`src/design/assert_macros.svh`:
```
// ----------------------------------------------------------------------------
// Assertion macros
// Clocked concurrent assertion helpers used by header_block_deframer.
// ----------------------------------------------------------------------------
`ifndef ASSERT_MACROS_SVH
`define ASSERT_MACROS_SVH

// Check a property on the rising edge of clk, off while rst is high.
`define ASSERT_CLK(label, prop, msg) \
  label: assert property (@(posedge clk) disable iff (rst) (prop)) else $error(msg);

// Check that an antecedent implies a consequent in the next cycle.
`define ASSERT_NEXT(label, ante, cons, msg) \
  label: assert property (@(posedge clk) disable iff (rst) (ante) |=> (cons)) \
    else $error(msg);

`endif

```
`src/design/hbd_pkg.sv`:
```
// ----------------------------------------------------------------------------
// hbd_pkg
// Request and result types and codes for the header block deframer.
// ----------------------------------------------------------------------------
package hbd_pkg;

  localparam int unsigned HeaderBytes = 3;

  localparam logic [2:0] ROLE_VERSION   = 3'd0;
  localparam logic [2:0] ROLE_COUNT     = 3'd1;
  localparam logic [2:0] ROLE_NAME_LEN  = 3'd2;
  localparam logic [2:0] ROLE_VALUE_LEN = 3'd3;
  localparam logic [2:0] ROLE_NAME      = 3'd4;
  localparam logic [2:0] ROLE_VALUE     = 3'd5;
  localparam logic [2:0] ROLE_IGNORED   = 3'd6;

  localparam logic [2:0] ST_OK        = 3'd0;
  localparam logic [2:0] ST_SHORT     = 3'd1;
  localparam logic [2:0] ST_VERSION   = 3'd2;
  localparam logic [2:0] ST_TRUNCATED = 3'd3;
  localparam logic [2:0] ST_ZERO_NAME = 3'd4;
  localparam logic [2:0] ST_TRAILING  = 3'd5;

  typedef struct packed {
    logic [7:0] data_byte;
    logic       end_of_block;
  } in_item_t;

  typedef struct packed {
    logic [7:0]  byte_out;
    logic [2:0]  byte_role;
    logic [15:0] field_number;
    logic        field_end;
    logic        block_done;
    logic [2:0]  status;
  } out_item_t;

endpackage

```
`src/design/header_block_deframer.sv`:
```
// A request accepted into the input register is parsed there, and its result is registered into out_data.
// Throughput: one byte per cycle while out_stall is low; an input register and a result register
// part the two sides, so a byte is taken while one result waits.
// Reset (rst, synchronous): empties both registers, clears the parse state
// to await a version byte, and sets expected_version to 1.
// ----------------------------------------------------------------------------
// header_block_deframer
// Checks and splits a length-prefixed header block, one byte per request.
// ----------------------------------------------------------------------------
`include "assert_macros.svh"

module header_block_deframer
  import hbd_pkg::*;
(
  input  logic      clk,
  input  logic      rst,
  input  logic      in_valid,
  output logic      in_stall,
  input  in_item_t  in_data,
  output logic      out_valid,
  input  logic      out_stall,
  output out_item_t out_data,
  input  logic      cfg_we,
  input  logic [7:0] cfg_wdata
);

  typedef enum logic [2:0] {
    PH_VERSION   = 3'd0,
    PH_COUNT     = 3'd1,
    PH_NAME_LEN  = 3'd2,
    PH_VALUE_LEN = 3'd3,
    PH_NAME      = 3'd4,
    PH_VALUE     = 3'd5,
    PH_DONE      = 3'd6
  } phase_t;

  logic [7:0]  expected_version;
  logic        s1_valid;
  in_item_t    s1_item;
  logic        s2_load;

  phase_t      phase, phase_next;
  logic [1:0]  header_bytes_seen, header_bytes_seen_next;
  logic [15:0] fields_left, fields_left_next;
  logic [7:0]  name_bytes_left, name_bytes_left_next;
  logic [15:0] value_bytes_left, value_bytes_left_next;
  logic [15:0] current_field, current_field_next;
  logic [2:0]  error_code, error_code_next;
  logic        low_byte_next, low_byte_next_next;
  out_item_t   result;

  assign s2_load  = s1_valid && (!out_valid || !out_stall);
  assign in_stall = s1_valid && !s2_load;

  always_comb begin
    logic [7:0]  b;
    logic [15:0] fl_dec;
    logic [7:0]  nb_dec;
    logic [15:0] vb_dec;
    b      = s1_item.data_byte;
    fl_dec = fields_left - 16'd1;
    nb_dec = name_bytes_left - 8'd1;
    vb_dec = value_bytes_left - 16'd1;

    phase_next             = phase;
    fields_left_next       = fields_left;
    name_bytes_left_next   = name_bytes_left;
    value_bytes_left_next  = value_bytes_left;
    current_field_next     = current_field;
    error_code_next        = error_code;
    low_byte_next_next     = low_byte_next;
    header_bytes_seen_next = header_bytes_seen;
    if (header_bytes_seen < 2'(HeaderBytes)) begin
      header_bytes_seen_next = header_bytes_seen + 2'd1;
    end

    result.byte_out     = b;
    result.byte_role    = ROLE_IGNORED;
    result.field_number = '0;
    result.field_end    = 1'b0;
    result.block_done   = s1_item.end_of_block;
    result.status       = ST_OK;

    if (error_code == ST_OK) begin
      case (phase)
        PH_VERSION: begin
          result.byte_role = ROLE_VERSION;
          if (b != expected_version) begin
            error_code_next = ST_VERSION;
          end
          phase_next         = PH_COUNT;
          low_byte_next_next = 1'b0;
        end
        PH_COUNT: begin
          result.byte_role = ROLE_COUNT;
          if (!low_byte_next) begin
            fields_left_next   = {b, 8'h00};
            low_byte_next_next = 1'b1;
          end else begin
            fields_left_next   = {fields_left[15:8], b};
            low_byte_next_next = 1'b0;
            phase_next = ({fields_left[15:8], b} != 16'd0) ? PH_NAME_LEN : PH_DONE;
          end
        end
        PH_NAME_LEN: begin
          result.byte_role     = ROLE_NAME_LEN;
          result.field_number  = current_field;
          name_bytes_left_next = b;
          phase_next           = PH_VALUE_LEN;
          low_byte_next_next   = 1'b0;
        end
        PH_VALUE_LEN: begin
          result.byte_role    = ROLE_VALUE_LEN;
          result.field_number = current_field;
          if (!low_byte_next) begin
            value_bytes_left_next = {b, 8'h00};
            low_byte_next_next    = 1'b1;
          end else begin
            value_bytes_left_next = {value_bytes_left[15:8], b};
            low_byte_next_next    = 1'b0;
            if (name_bytes_left == 8'd0) begin
              error_code_next = ST_ZERO_NAME;
            end else begin
              phase_next = PH_NAME;
            end
          end
        end
        PH_NAME: begin
          result.byte_role     = ROLE_NAME;
          result.field_number  = current_field;
          name_bytes_left_next = nb_dec;
          if (nb_dec == 8'd0) begin
            result.field_end = 1'b1;
            if (value_bytes_left == 16'd0) begin
              current_field_next = current_field + 16'd1;
              fields_left_next   = fl_dec;
              phase_next         = (fl_dec != 16'd0) ? PH_NAME_LEN : PH_DONE;
            end else begin
              phase_next = PH_VALUE;
            end
          end
        end
        PH_VALUE: begin
          result.byte_role      = ROLE_VALUE;
          result.field_number   = current_field;
          value_bytes_left_next = vb_dec;
          if (vb_dec == 16'd0) begin
            result.field_end   = 1'b1;
            current_field_next = current_field + 16'd1;
            fields_left_next   = fl_dec;
            phase_next         = (fl_dec != 16'd0) ? PH_NAME_LEN : PH_DONE;
          end
        end
        default: begin
          error_code_next = ST_TRAILING;
        end
      endcase
    end

    if (s1_item.end_of_block) begin
      if (header_bytes_seen_next < 2'(HeaderBytes)) begin
        result.status = ST_SHORT;
      end else if (error_code_next != ST_OK) begin
        result.status = error_code_next;
      end else if (phase_next != PH_DONE) begin
        result.status = ST_TRUNCATED;
      end else begin
        result.status = ST_OK;
      end
      // restart for the next block
      phase_next             = PH_VERSION;
      header_bytes_seen_next = '0;
      fields_left_next       = '0;
      name_bytes_left_next   = '0;
      value_bytes_left_next  = '0;
      current_field_next     = '0;
      error_code_next        = ST_OK;
      low_byte_next_next     = 1'b0;
    end
  end

  always_ff @(posedge clk) begin
    if (rst) begin
      expected_version  <= 8'd1;
      s1_valid          <= 1'b0;
      out_valid         <= 1'b0;
      phase             <= PH_VERSION;
      header_bytes_seen <= '0;
      fields_left       <= '0;
      name_bytes_left   <= '0;
      value_bytes_left  <= '0;
      current_field     <= '0;
      error_code        <= ST_OK;
      low_byte_next     <= 1'b0;
    end else begin
      if (cfg_we) begin
        expected_version <= cfg_wdata;
      end
      if (in_valid && !in_stall) begin
        s1_item <= in_data;
      end
      s1_valid  <= (in_valid && !in_stall) || (s1_valid && !s2_load);
      out_valid <= s2_load || (out_valid && out_stall);
      if (s2_load) begin
        out_data          <= result;
        phase             <= phase_next;
        header_bytes_seen <= header_bytes_seen_next;
        fields_left       <= fields_left_next;
        name_bytes_left   <= name_bytes_left_next;
        value_bytes_left  <= value_bytes_left_next;
        current_field     <= current_field_next;
        error_code        <= error_code_next;
        low_byte_next     <= low_byte_next_next;
      end
    end
  end

  `ASSERT_CLK(a_status_only_at_end,
    !out_valid || out_data.block_done || out_data.status == ST_OK,
    "status set on a result that does not end the block")
  `ASSERT_CLK(a_ignored_clean,
    !out_valid || out_data.byte_role != ROLE_IGNORED ||
    (out_data.field_number == 16'd0 && !out_data.field_end),
    "ignored byte carries field information")
  `ASSERT_NEXT(a_restart_after_end, s2_load && s1_item.end_of_block,
    phase == PH_VERSION && error_code == ST_OK && header_bytes_seen == 2'd0,
    "parse state not cleared after block end")
  `ASSERT_NEXT(a_error_latched, error_code != ST_OK && !s2_load,
    $stable(error_code), "latched error changed without a request")

endmodule

```
`config.mk`:
```
export PLATFORM = sky130hd
export DESIGN_NAME = header_block_deframer
export DESIGN_NICKNAME = d
export VERILOG_FILES = /design/src/design/hbd_pkg.sv /design/src/design/header_block_deframer.sv
export VERILOG_INCLUDE_DIRS = /design/src /design/src/design
export SDC_FILE = /design/constraint.sdc
export NUM_CORES = 1
export LEC_CHECK = 0
export ABC_CLOCK_PERIOD_IN_PS = 4200
export BUFFER_PORTS_ARGS = -buffer_cell sky130_fd_sc_hd__buf_2
export CAP_MARGIN = 0
export CELL_PAD_IN_SITES_DETAIL_PLACEMENT = 0
export CELL_PAD_IN_SITES_GLOBAL_PLACEMENT = 1
export CORE_MARGIN = 4
export CORE_UTILIZATION = 30
export CTS_CLUSTER_DIAMETER = 200
export CTS_CLUSTER_SIZE = 25
export DETAILED_ROUTE_END_ITERATION = 8
export PLACE_DENSITY_LB_ADDON = 0.1
export SYNTH_ARGS = -nofsm -noshare
export SYNTH_HDL_FRONTEND = slang
export SYNTH_SLANG_ARGS = --single-unit
```
`constraint.sdc`:
```
create_clock -name clk -period 4.2 [get_ports clk]
set_clock_uncertainty 0.05 [all_clocks]
set_input_delay 0.63 -clock clk [delete_from_list [all_inputs] [get_ports clk]]
set_output_delay 0.63 -clock clk [all_outputs]
set_load 0.1 [all_outputs]
```
; ---- Yosys cells after proc, flatten, opt, wreduce, memory -nomap -nowiden
; Cells that the tools add are included.
[totals]
register_bits = 116
latch_bits = 0
ramBits = 0
rom_bits = 0
in_bits = 22
out_inout_bits = 34
word_cells = 133
mem_count = 0
[classes]
addsub = 5
mul = 0
n_div = 0
n_lt_le_gt_ge = 2
eq_ne = 12
shift = 0
n_mux = 49
n_bitwise = 2
n_reduce_logical = 41
[op_table]
columns = operator, n
row1 = 16-bit 2-to-1 mux, 13
row2 = 16-bit one-hot mux with 2 select lines, 2
row3 = 3-bit 2-to-1 mux, 16
row4 = 16-bit one-hot mux with 3 select lines, 1
row5 = 3-bit one-hot mux with 6 select lines, 2
row6 = 16-bit zero test, 2
row7 = 16-bit nonzero test, 2
row8 = 16-bit by 1-bit subtractor with 16-bit output (second input constant), 2
row9 = 3-bit inequality test (second input constant), 6
row10 = 16-bit by 1-bit adder with 16-bit output (second input constant), 1
row11 = 8-bit zero test, 2
row12 = 8-bit 2-to-1 mux, 2
row13 = 8-bit one-hot mux with 2 select lines, 1
row14 = 3-bit nonzero test, 5
row15 = 6-bit AND reduction, 2
row16 = 3-bit one-hot mux with 3 select lines, 1
row17 = 3-bit AND reduction, 3
row18 = 8-bit inequality test, 1
row19 = 4-bit OR reduction, 2
row20 = 8-bit by 1-bit subtractor with 8-bit output (second input constant), 1
row21 = 7-bit AND reduction, 1
row22 = 3-bit by 2-bit == test with 1-bit output (second input constant), 2
row23 = 3-bit == test (second input constant), 2
row24 = 3-bit zero test, 2
row25 = 15 further kinds, 37

; ---- Logic depth before layout (Yosys ltp)
; Gate-level depths: netlist of run 1.
[logic_depth]
ltp_word = 11
ltp_mapped = 12
mapped_depth_nobuf = 10

; ---- Least setup slack after synthesis of run 1
; Ideal clock, no wire load.
[synth_timing]
path_type = reg-to-reg
start = reg value_bytes_left[0]
end = reg fields_left[12]
setup_time_ns = 0.092
arrival_time_ns = 2.990
required_time_ns = 4.058
path_slack_ns = 1.067
stages_incl_launch_ff = 12
n_path_buf = 1
period_less_slack_ns = 3.133
cell_sequence = dfxtp_1 inv_1 ha_1 or4b_4 or4b_1 o211ai_2 and2b_1 a31oi_1 o41a_1 or3_1 buf_2 o32ai_1
[synth_between]
elab_chain_len = 4
elab_cells_between_ends = 6
cone_classes = add/sub: 1 / eq/ne: 2 / reduce/logical: 3
[synth_rtl]
columns = item, line_no
row1 = from (decl), header_block_deframer.sv:46  ; logic [15:0] value_bytes_left, value_bytes_left_next;
row2 = from (signal assigned), header_block_deframer.sv:210  ; value_bytes_left <= value_bytes_left_next;
row3 = 16-bit by 1-bit subtractor with 16-bit output, header_block_deframer.sv:63  ; vb_dec = value_bytes_left - 16'd1;
row4 = 16-bit zero test, header_block_deframer.sv:147  ; if (vb_dec == 16'd0) begin
row5 = 3-bit inequality test (no source line), n/a
row6 = 7-bit AND reduction (no source line) *, n/a
row7 = to (signal assigned), header_block_deframer.sv:208  ; fields_left <= fields_left_next;
row8 = to (decl), header_block_deframer.sv:44  ; logic [15:0] fields_left, fields_left_next;
; Mark *: on every way between the ends. The rest lies on a longest branch, timed or not.
; A chain may end at the register's enable or synchronous reset.

; ---- Worst setup path in the final report of run 1
[layout_timing]
start = reg value_bytes_left[0]
end = reg fields_left[8]
; Same word-level chain as after synthesis.

==> impl_metrics.tcl, run 1 <==
set metrics [dict create \
    run_status "complete, no violations" \
    clk_pin_slew_ps 60 \
    syn_nets 769 \
    core_area_sq_um 20500 \
    chipWidth_um 153 \
    grt_pass1_vias 5482 \
    ir_worst_vdd_uv 255 \
    cp_data_arrival_time_ps 3710 \
    cts_hold_buf 0 \
    yosys-top-cells-area "dfxtp_1 24%, edfxtp_1 19%, nor2_1 5.9%" \
    start_util 0.309 \
    reg2reg_depth 10 \
    max_cap_violations 0 \
    cts_tree "built" \
    total_power_mw 2.95 \
    cp-end-kind "flop" \
    synth_edf_count 41 \
    rsz0062_at_grt "false" \
    num_rows 52 \
    grt_overflow 0 \
    crit_chain "inv_1, ha_1, or4b_4, or4b_1, o211ai_2, and2b_1, a31oi_1, o41a_1, or3_1, o32ai_1" \
    wire_per_inst_um 18.2 \
    crit_path_max_incr_delay_ps 570 \
    die_height_um 153 \
    ys.flop_type "dfxtp_1" \
    synthMuxAreaShare 0.0253 \
    critPathMaxFanout 9 \
    drt_iter0_markers 430 \
    min_from "in_data[2]" \
    worstSetupStartpointType "flop" \
    fin_crit_sh 0.820 \
    ys_types 64 \
    p_clk_frac 0.490 \
    maxSlewViolCount 0 \
    synth_area_sq_um 6320 \
    yosys_warnings 0 \
    grt_pass1_wl_um 31400 \
    place_hpwl_um 13500 \
    diodes 0 \
    synthAdderAreaFrac 0.0138 \
    final_hold_viol_count 0 \
    remaining_drc_errors 0 \
    reg2reg_setup_slack_ps 750 \
    port_buffers 55 \
    critPathBufInv 1 \
    ys_seq_elements 116 \
    avgSynthCellArea_sq_um 8.55 \
    netSwitchingPower_mw 0.839 \
    p_leak_nw 2.83 \
    synth-xor-area-share 0.0512 \
    clkLatencyLatePin_ps 420 \
    p_seq_frac 0.416 \
    hold_class "in2reg" \
    cts_buffers 17 \
    relSlewSlack 0.233 \
    path_delay_family "simple AND/OR/NAND/NOR gates" \
    clock_sinks 116 \
    yosys.area.top_type "dfxtp_1" \
    die_area_sq_um 23500 \
    cellPowerDensity_nw_per_um2 393 \
    setup_viol 0 \
    num_vias 5709 \
    dr.pass1.iters 5 \
    place.gp.congestion 0.797 \
    ant_nets 0 \
    nets 819 \
    p_sw_frac 0.284 \
    pin_count 56 \
    track_usage 0.167 \
    syn_inst 740 \
    reg2reg_to "fields_left[8]" \
    setup_tns_ps 0 \
    grt_antenna_before_repair 1 \
    htreeDepth 4 \
    yosys.area_share.simple 0.265 \
    synth-compound-area-share 0.176 \
    ys_seq_area_frac 0.432 \
    worstHoldPathCells 1 \
    synthArstFlopShare 0 \
    synth_top_family_by_area "simple AND/OR/NAND/NOR gates" \
    rr_startpoint "value_bytes_left[0]" \
    grt_max_degree 33 \
    area_growth_pct 18.6 \
    cts-root-buf "clkbuf_16" \
    cts_buffer_depth 2 \
    period_needed_ps 3450 \
    max_freq_ghz 0.290 \
    critPathSlowestCell "o41a_1" \
    min_to "result[25]" \
    yosysMostFrequentCell "nor2_1" \
    synth_top_area_frac 0.237 \
    cts_resized 0 \
    post_cts_buffers 0 \
    wl_um 19500 \
    combinationalPowerShare 0.094 \
    path_class "reg2reg" \
    worstMarginPinSlew_ps 1150 \
    internal_power_mw 2.11 \
    avgViaCountPerCell 5.32 \
    drive_gt1_frac 0.158 \
    synthTopCellsByCount "100 x nor2_1, 75 x dfxtp_1, 65 x nand2_1" \
    crit_required_ps 4460 \
]
registers in the layout, summed over array words and instances (netlist names), 2 cells and up:
signal and flops:
current_field 16, error_code 3, expected_version 8, fields_left 16, header_bytes_seen 2, name_bytes_left 8, out_data 32, phase 3
result 9, value_bytes_left 16
layer usage:
layer | vias to the layer above | share of wire | global-route usage | routed length (um)
met5 | - | 0 | 0 | 0
met4 | 0 | 0.011 | 0.0450 | 215
met3 | 14 | 0.049 | 0.0376 | 964
met2 | 149 | 0.45 | 0.256 | 8700
met1 | 2733 | 0.49 | 0.238 | 9640
li1 | 2813 | - | - | -
cells in the final DEF (no fill, tap or decap), types with 11 or more instances in the layout:
cell type  synthesis  final
nand3_1           17     17
buf_4              0     22
nor2b_1           11     11
and2_1            18     18
nor2_1           100     99
a21oi_1           51     51
clkbuf_16          0     17
xor2_1            24     24
inv_1             13     13
edfxtp_1          41     41
nor3_1            35     35
mux2i_1           16     16
nor4_1            19     19
xnor2_1           13     13
a31oi_1           19     19
dfxtp_1           75     75
nand2_1           65     65
buf_2              2     55
o21ai_0           35     35
nand2b_1          13     13
worst max-delay path by stage:
stage | start | to | slack, ps | cells after the start
2_1_floorplan | value_bytes_left[0] | fields_left[12] | 1070 | 11
3_3_place_gp | value_bytes_left[0] | fields_left[8] | 870 | 10
3_5_place_dp | value_bytes_left[0] | fields_left[8] | 780 | 10
4_1_cts | value_bytes_left[0] | fields_left[8] | 750 | 10
5_1_grt | value_bytes_left[0] | fields_left[14] | 540 | 10
6_report | value_bytes_left[0] | fields_left[8] | 750 | 10
metrics by stage:
step / instances / util / cell area [sq um] / hold WS (ps) / setup WS, ps
floorplan: 740 / - / 6320 / 374 / 1070
global placement: 1041 / 0.338 / 6920 / 403 / 873
CTS: 1073 / 0.366 / 7500 / 328 / 750
finish: 1073 / 0.366 / 7500 / 344 / 755
global route: 1073 / 0.366 / 7500 / 323 / 538
detailed placement: 1041 / 0.338 / 6920 / 401 / 776
power by group through the flow:
stage	Clock, mW	Sequential [mW]	Combinational (mW)
after floorplan	0	1.31	0.140
after global placement	0	1.25	0.279
after detailed placement	0	1.25	0.280
after CTS	1.48	1.23	0.281
after global routing	1.53	1.23	0.303
final	1.45	1.23	0.278
layout make-up:
cell class | instances | area [sq um]
flip-flops and latches | 116 | 2730
clock inverters | 15 | 155
clock buffers | 17 | 425
multi-input cells | 565 | 3360
inverters | 13 | 48.8
well taps | 270 | 338
fillers | 2093 | 13000
repair buffers | 77 | 440
cell families (layout without fill, tap and decap cells):
logic type / Yosys count / after routing
simple gates: 332 / 332
compound gates: 173 / 173
flops: 116 / 116
buf+inv: 59 / 122
xor+xnor: 37 / 37
mux: 16 / 16
fa+ha+maj: 7 / 7
Note: power is estimated with default switching activity, not from simulation.
==> run 2, diff against run 1 <==
--- a/config.mk
+++ b/config.mk
@@ -6,7 +6,8 @@
 export SDC_FILE = /design/constraint.sdc
 export NUM_CORES = 1
 export LEC_CHECK = 0
-export ABC_CLOCK_PERIOD_IN_PS = 4200
+export ABC_AREA = 1
+export ABC_CLOCK_PERIOD_IN_PS = 3440
 export BUFFER_PORTS_ARGS = -buffer_cell sky130_fd_sc_hd__buf_2
 export CAP_MARGIN = 0
 export CELL_PAD_IN_SITES_DETAIL_PLACEMENT = 0
==> constraint.sdc (replaced) <==
create_clock -name clk -period 3.44 [get_ports clk]
set_clock_uncertainty 0.05 [all_clocks]
set_input_delay 0.516 -clock clk [delete_from_list [all_inputs] [get_ports clk]]
set_output_delay 0.516 -clock clk [all_outputs]
set_load 0.1 [all_outputs]
==> impl_metrics.tcl, run 2 <==
set metrics [dict create \
    ant_nets 0 \
    syn_nets 882 \
    max_freq_ghz 0.361 \
    pin_count 56 \
    total_power_mw 3.80 \
    run_status "complete, no violations" \
    die_height_um 154 \
    wl_um 19100 \
    clk_pin_slew_ps 60 \
    num_rows 53 \
    rsz0062_at_grt "false" \
    finish.utilization 0.359 \
    yosys-top-cells-area "dfxtp_1 23%, edfxtp_1 19%, nand2_1 9.5%" \
    worstMarginPinSlew_ps 896 \
    dr.pass1.iters 6 \
    crit_required_ps 3710 \
    grt_antenna_before_repair 0 \
    layout_commonest_cell "nand2_1" \
    ir_worst_vdd_uv 324 \
    clkLatencyLatePin_ps 420 \
    port_buffers 55 \
    cts_resized 0 \
    synthArstFlopShare 0 \
    multi_input_area_sq_um 3190 \
    placed_area_sq_um 7020 \
    regArea_sq_um 2730 \
    synthTopCellsByCount "163 x nand2_1, 127 x nor2_1, 97 x inv_1" \
    place.gp.congestion 0.849 \
    grt_pass1_vias 5576 \
    nets 943 \
    post_cts_buffers 0 \
    cts-root-buf "clkbuf_16" \
    ys_types 50 \
    synth_edf_count 41 \
    track_usage 0.162 \
    grt_overflow 0 \
    drive_gt1_frac 0.163 \
    final_hold_viol_count 0 \
    clock_sinks 116 \
    p_sw_frac 0.301 \
    htreeDepth 4 \
    die_area_sq_um 23900 \
    cp-end-kind "flop" \
    wire_per_inst_um 15.8 \
    hold_class "in2reg" \
    cts_buffers 17 \
    p_seq_frac 0.400 \
    nFillCells 2257 \
    combinationalPowerShare 0.158 \
    p_clk_frac 0.442 \
    max_cap_violations 0 \
    cts_hold_buf 0 \
    p_leak_nw 2.96 \
    diodes 0 \
    worstSetupStartpointType "flop" \
    largest_reg_flops 32 \
    grt_max_degree 33 \
    core_area_sq_um 21100 \
    start_util 0.305 \
    critPathMaxFanout 20 \
    yosys.area.top_type "dfxtp_1" \
    num_vias 5832 \
    period_needed_ps 2770 \
    setup_viol 0 \
    drt_iter0_markers 392 \
    relSlewSlack 0.401 \
    path_class "reg2reg" \
    syn_inst 853 \
    final_cell_mix "163 x nand2_1, 126 x nor2_1, 97 x inv_1" \
    remaining_drc_errors 0 \
    maxSlewViolCount 0 \
    place_hpwl_um 14400 \
    internal_power_mw 2.66 \
    avgViaCountPerCell 4.85 \
    avgSynthCellArea_sq_um 7.55 \
    yosysMostFrequentCell "nand2_1" \
    cts_tree "built" \
    ys.flop_type "dfxtp_1" \
    area_growth_pct 17.6 \
    setup_tns_ps 0 \
    ys_seq_area_frac 0.424 \
    fin_crit_sh 0.805 \
    cts_buffer_depth 2 \
    hold-worst-slack_ps 226 \
    yosys_warnings 0 \
    synth_area_sq_um 6440 \
    cellPowerDensity_nw_per_um2 502 \
    netSwitchingPower_mw 1.14 \
    synth_top_area_frac 0.233 \
    cp_data_arrival_time_ps 3030 \
    ys_seq_elements 116 \
    final_area_sq_um 7570 \
    top_register "out_data" \
    chipWidth_um 154 \
    grt_pass1_wl_um 30700 \
]
==> run 2: changes by cell type after synthesis, sizes merged, moves of 18 or more <==
cell and change:
nand3 +30, nand2 +110, clkbuf -25, o21ai +28, inv +90, nor4 -18
nor2 +44
==> run 2: power by group through the flow <==
stage	Clock, mW	Sequential, mW	Combinational (mW)
final	1.68	1.52	0.600
after global routing	1.78	1.53	0.674
after CTS	1.73	1.52	0.603
after detailed placement	0	1.55	0.600
after global placement	0	1.55	0.604
after floorplan	0	1.62	0.383
==> run 2: through the flow <==
step / instances / setup WS [ps]
3_3_place_gp: 1170 / 727
4_1_cts: 1202 / 672
2_1_floorplan: 853 / 386
3_5_place_dp: 1170 / 666
6_report: 1202 / 670
5_1_grt: 1202 / 362
==> run 2: per-layer routing <==
layer  global-route usage  wire length (um)  vias up
met5                    0                 0        -
met1                0.232              9490     2713
met4               0.0542               316        0
met3               0.0263               706       27
li1                     -                 -     2962
met2                0.251              8540      130
==> run 2: layout make-up <==
type / instances / share of cell area
clock buffer: 20 / 0.0590
clock inverter: 12 / 0.0144
sequential: 116 / 0.361
tap: 275 / 0.0454
multi-input combinational: 611 / 0.422
timing repair buffer: 63 / 0.0443
inverter: 105 / 0.0544
==> run 2: cell families after synthesis <==
family / after synthesis / synth area share
compound gates: 167 / 0.149
xor+xnor: 23 / 0.0336
fa+ha+maj: 7 / 0.0136
buf+inv: 126 / 0.0809
flops: 116 / 0.424
simple gates: 414 / 0.298
==> run 2: worst paths after layout <==
path / startpoint / endpoint / slack, ps / cells past startpoint
min: in_data[1] / result[24] / 230 / 1
max: phase[0] / current_field[14] / 670 / 11
max reg2reg: phase[0] / current_field[14] / 670 / 11
min reg2reg: expected_version[0] / expected_version[0] / 440 / 2
==> run 2: worst max-delay path, cell delays in order, from the launching register on <==
cell,delay (ps)
dfxtp_1,460
inv_2,110
nor2_4,120
nand2_2,190
nand2_4,170
inv_1,240
a21oi_1,500
nand3_4,320
nor3_2,290
nand3_1,100
nand2_1,70
nor2_1,40
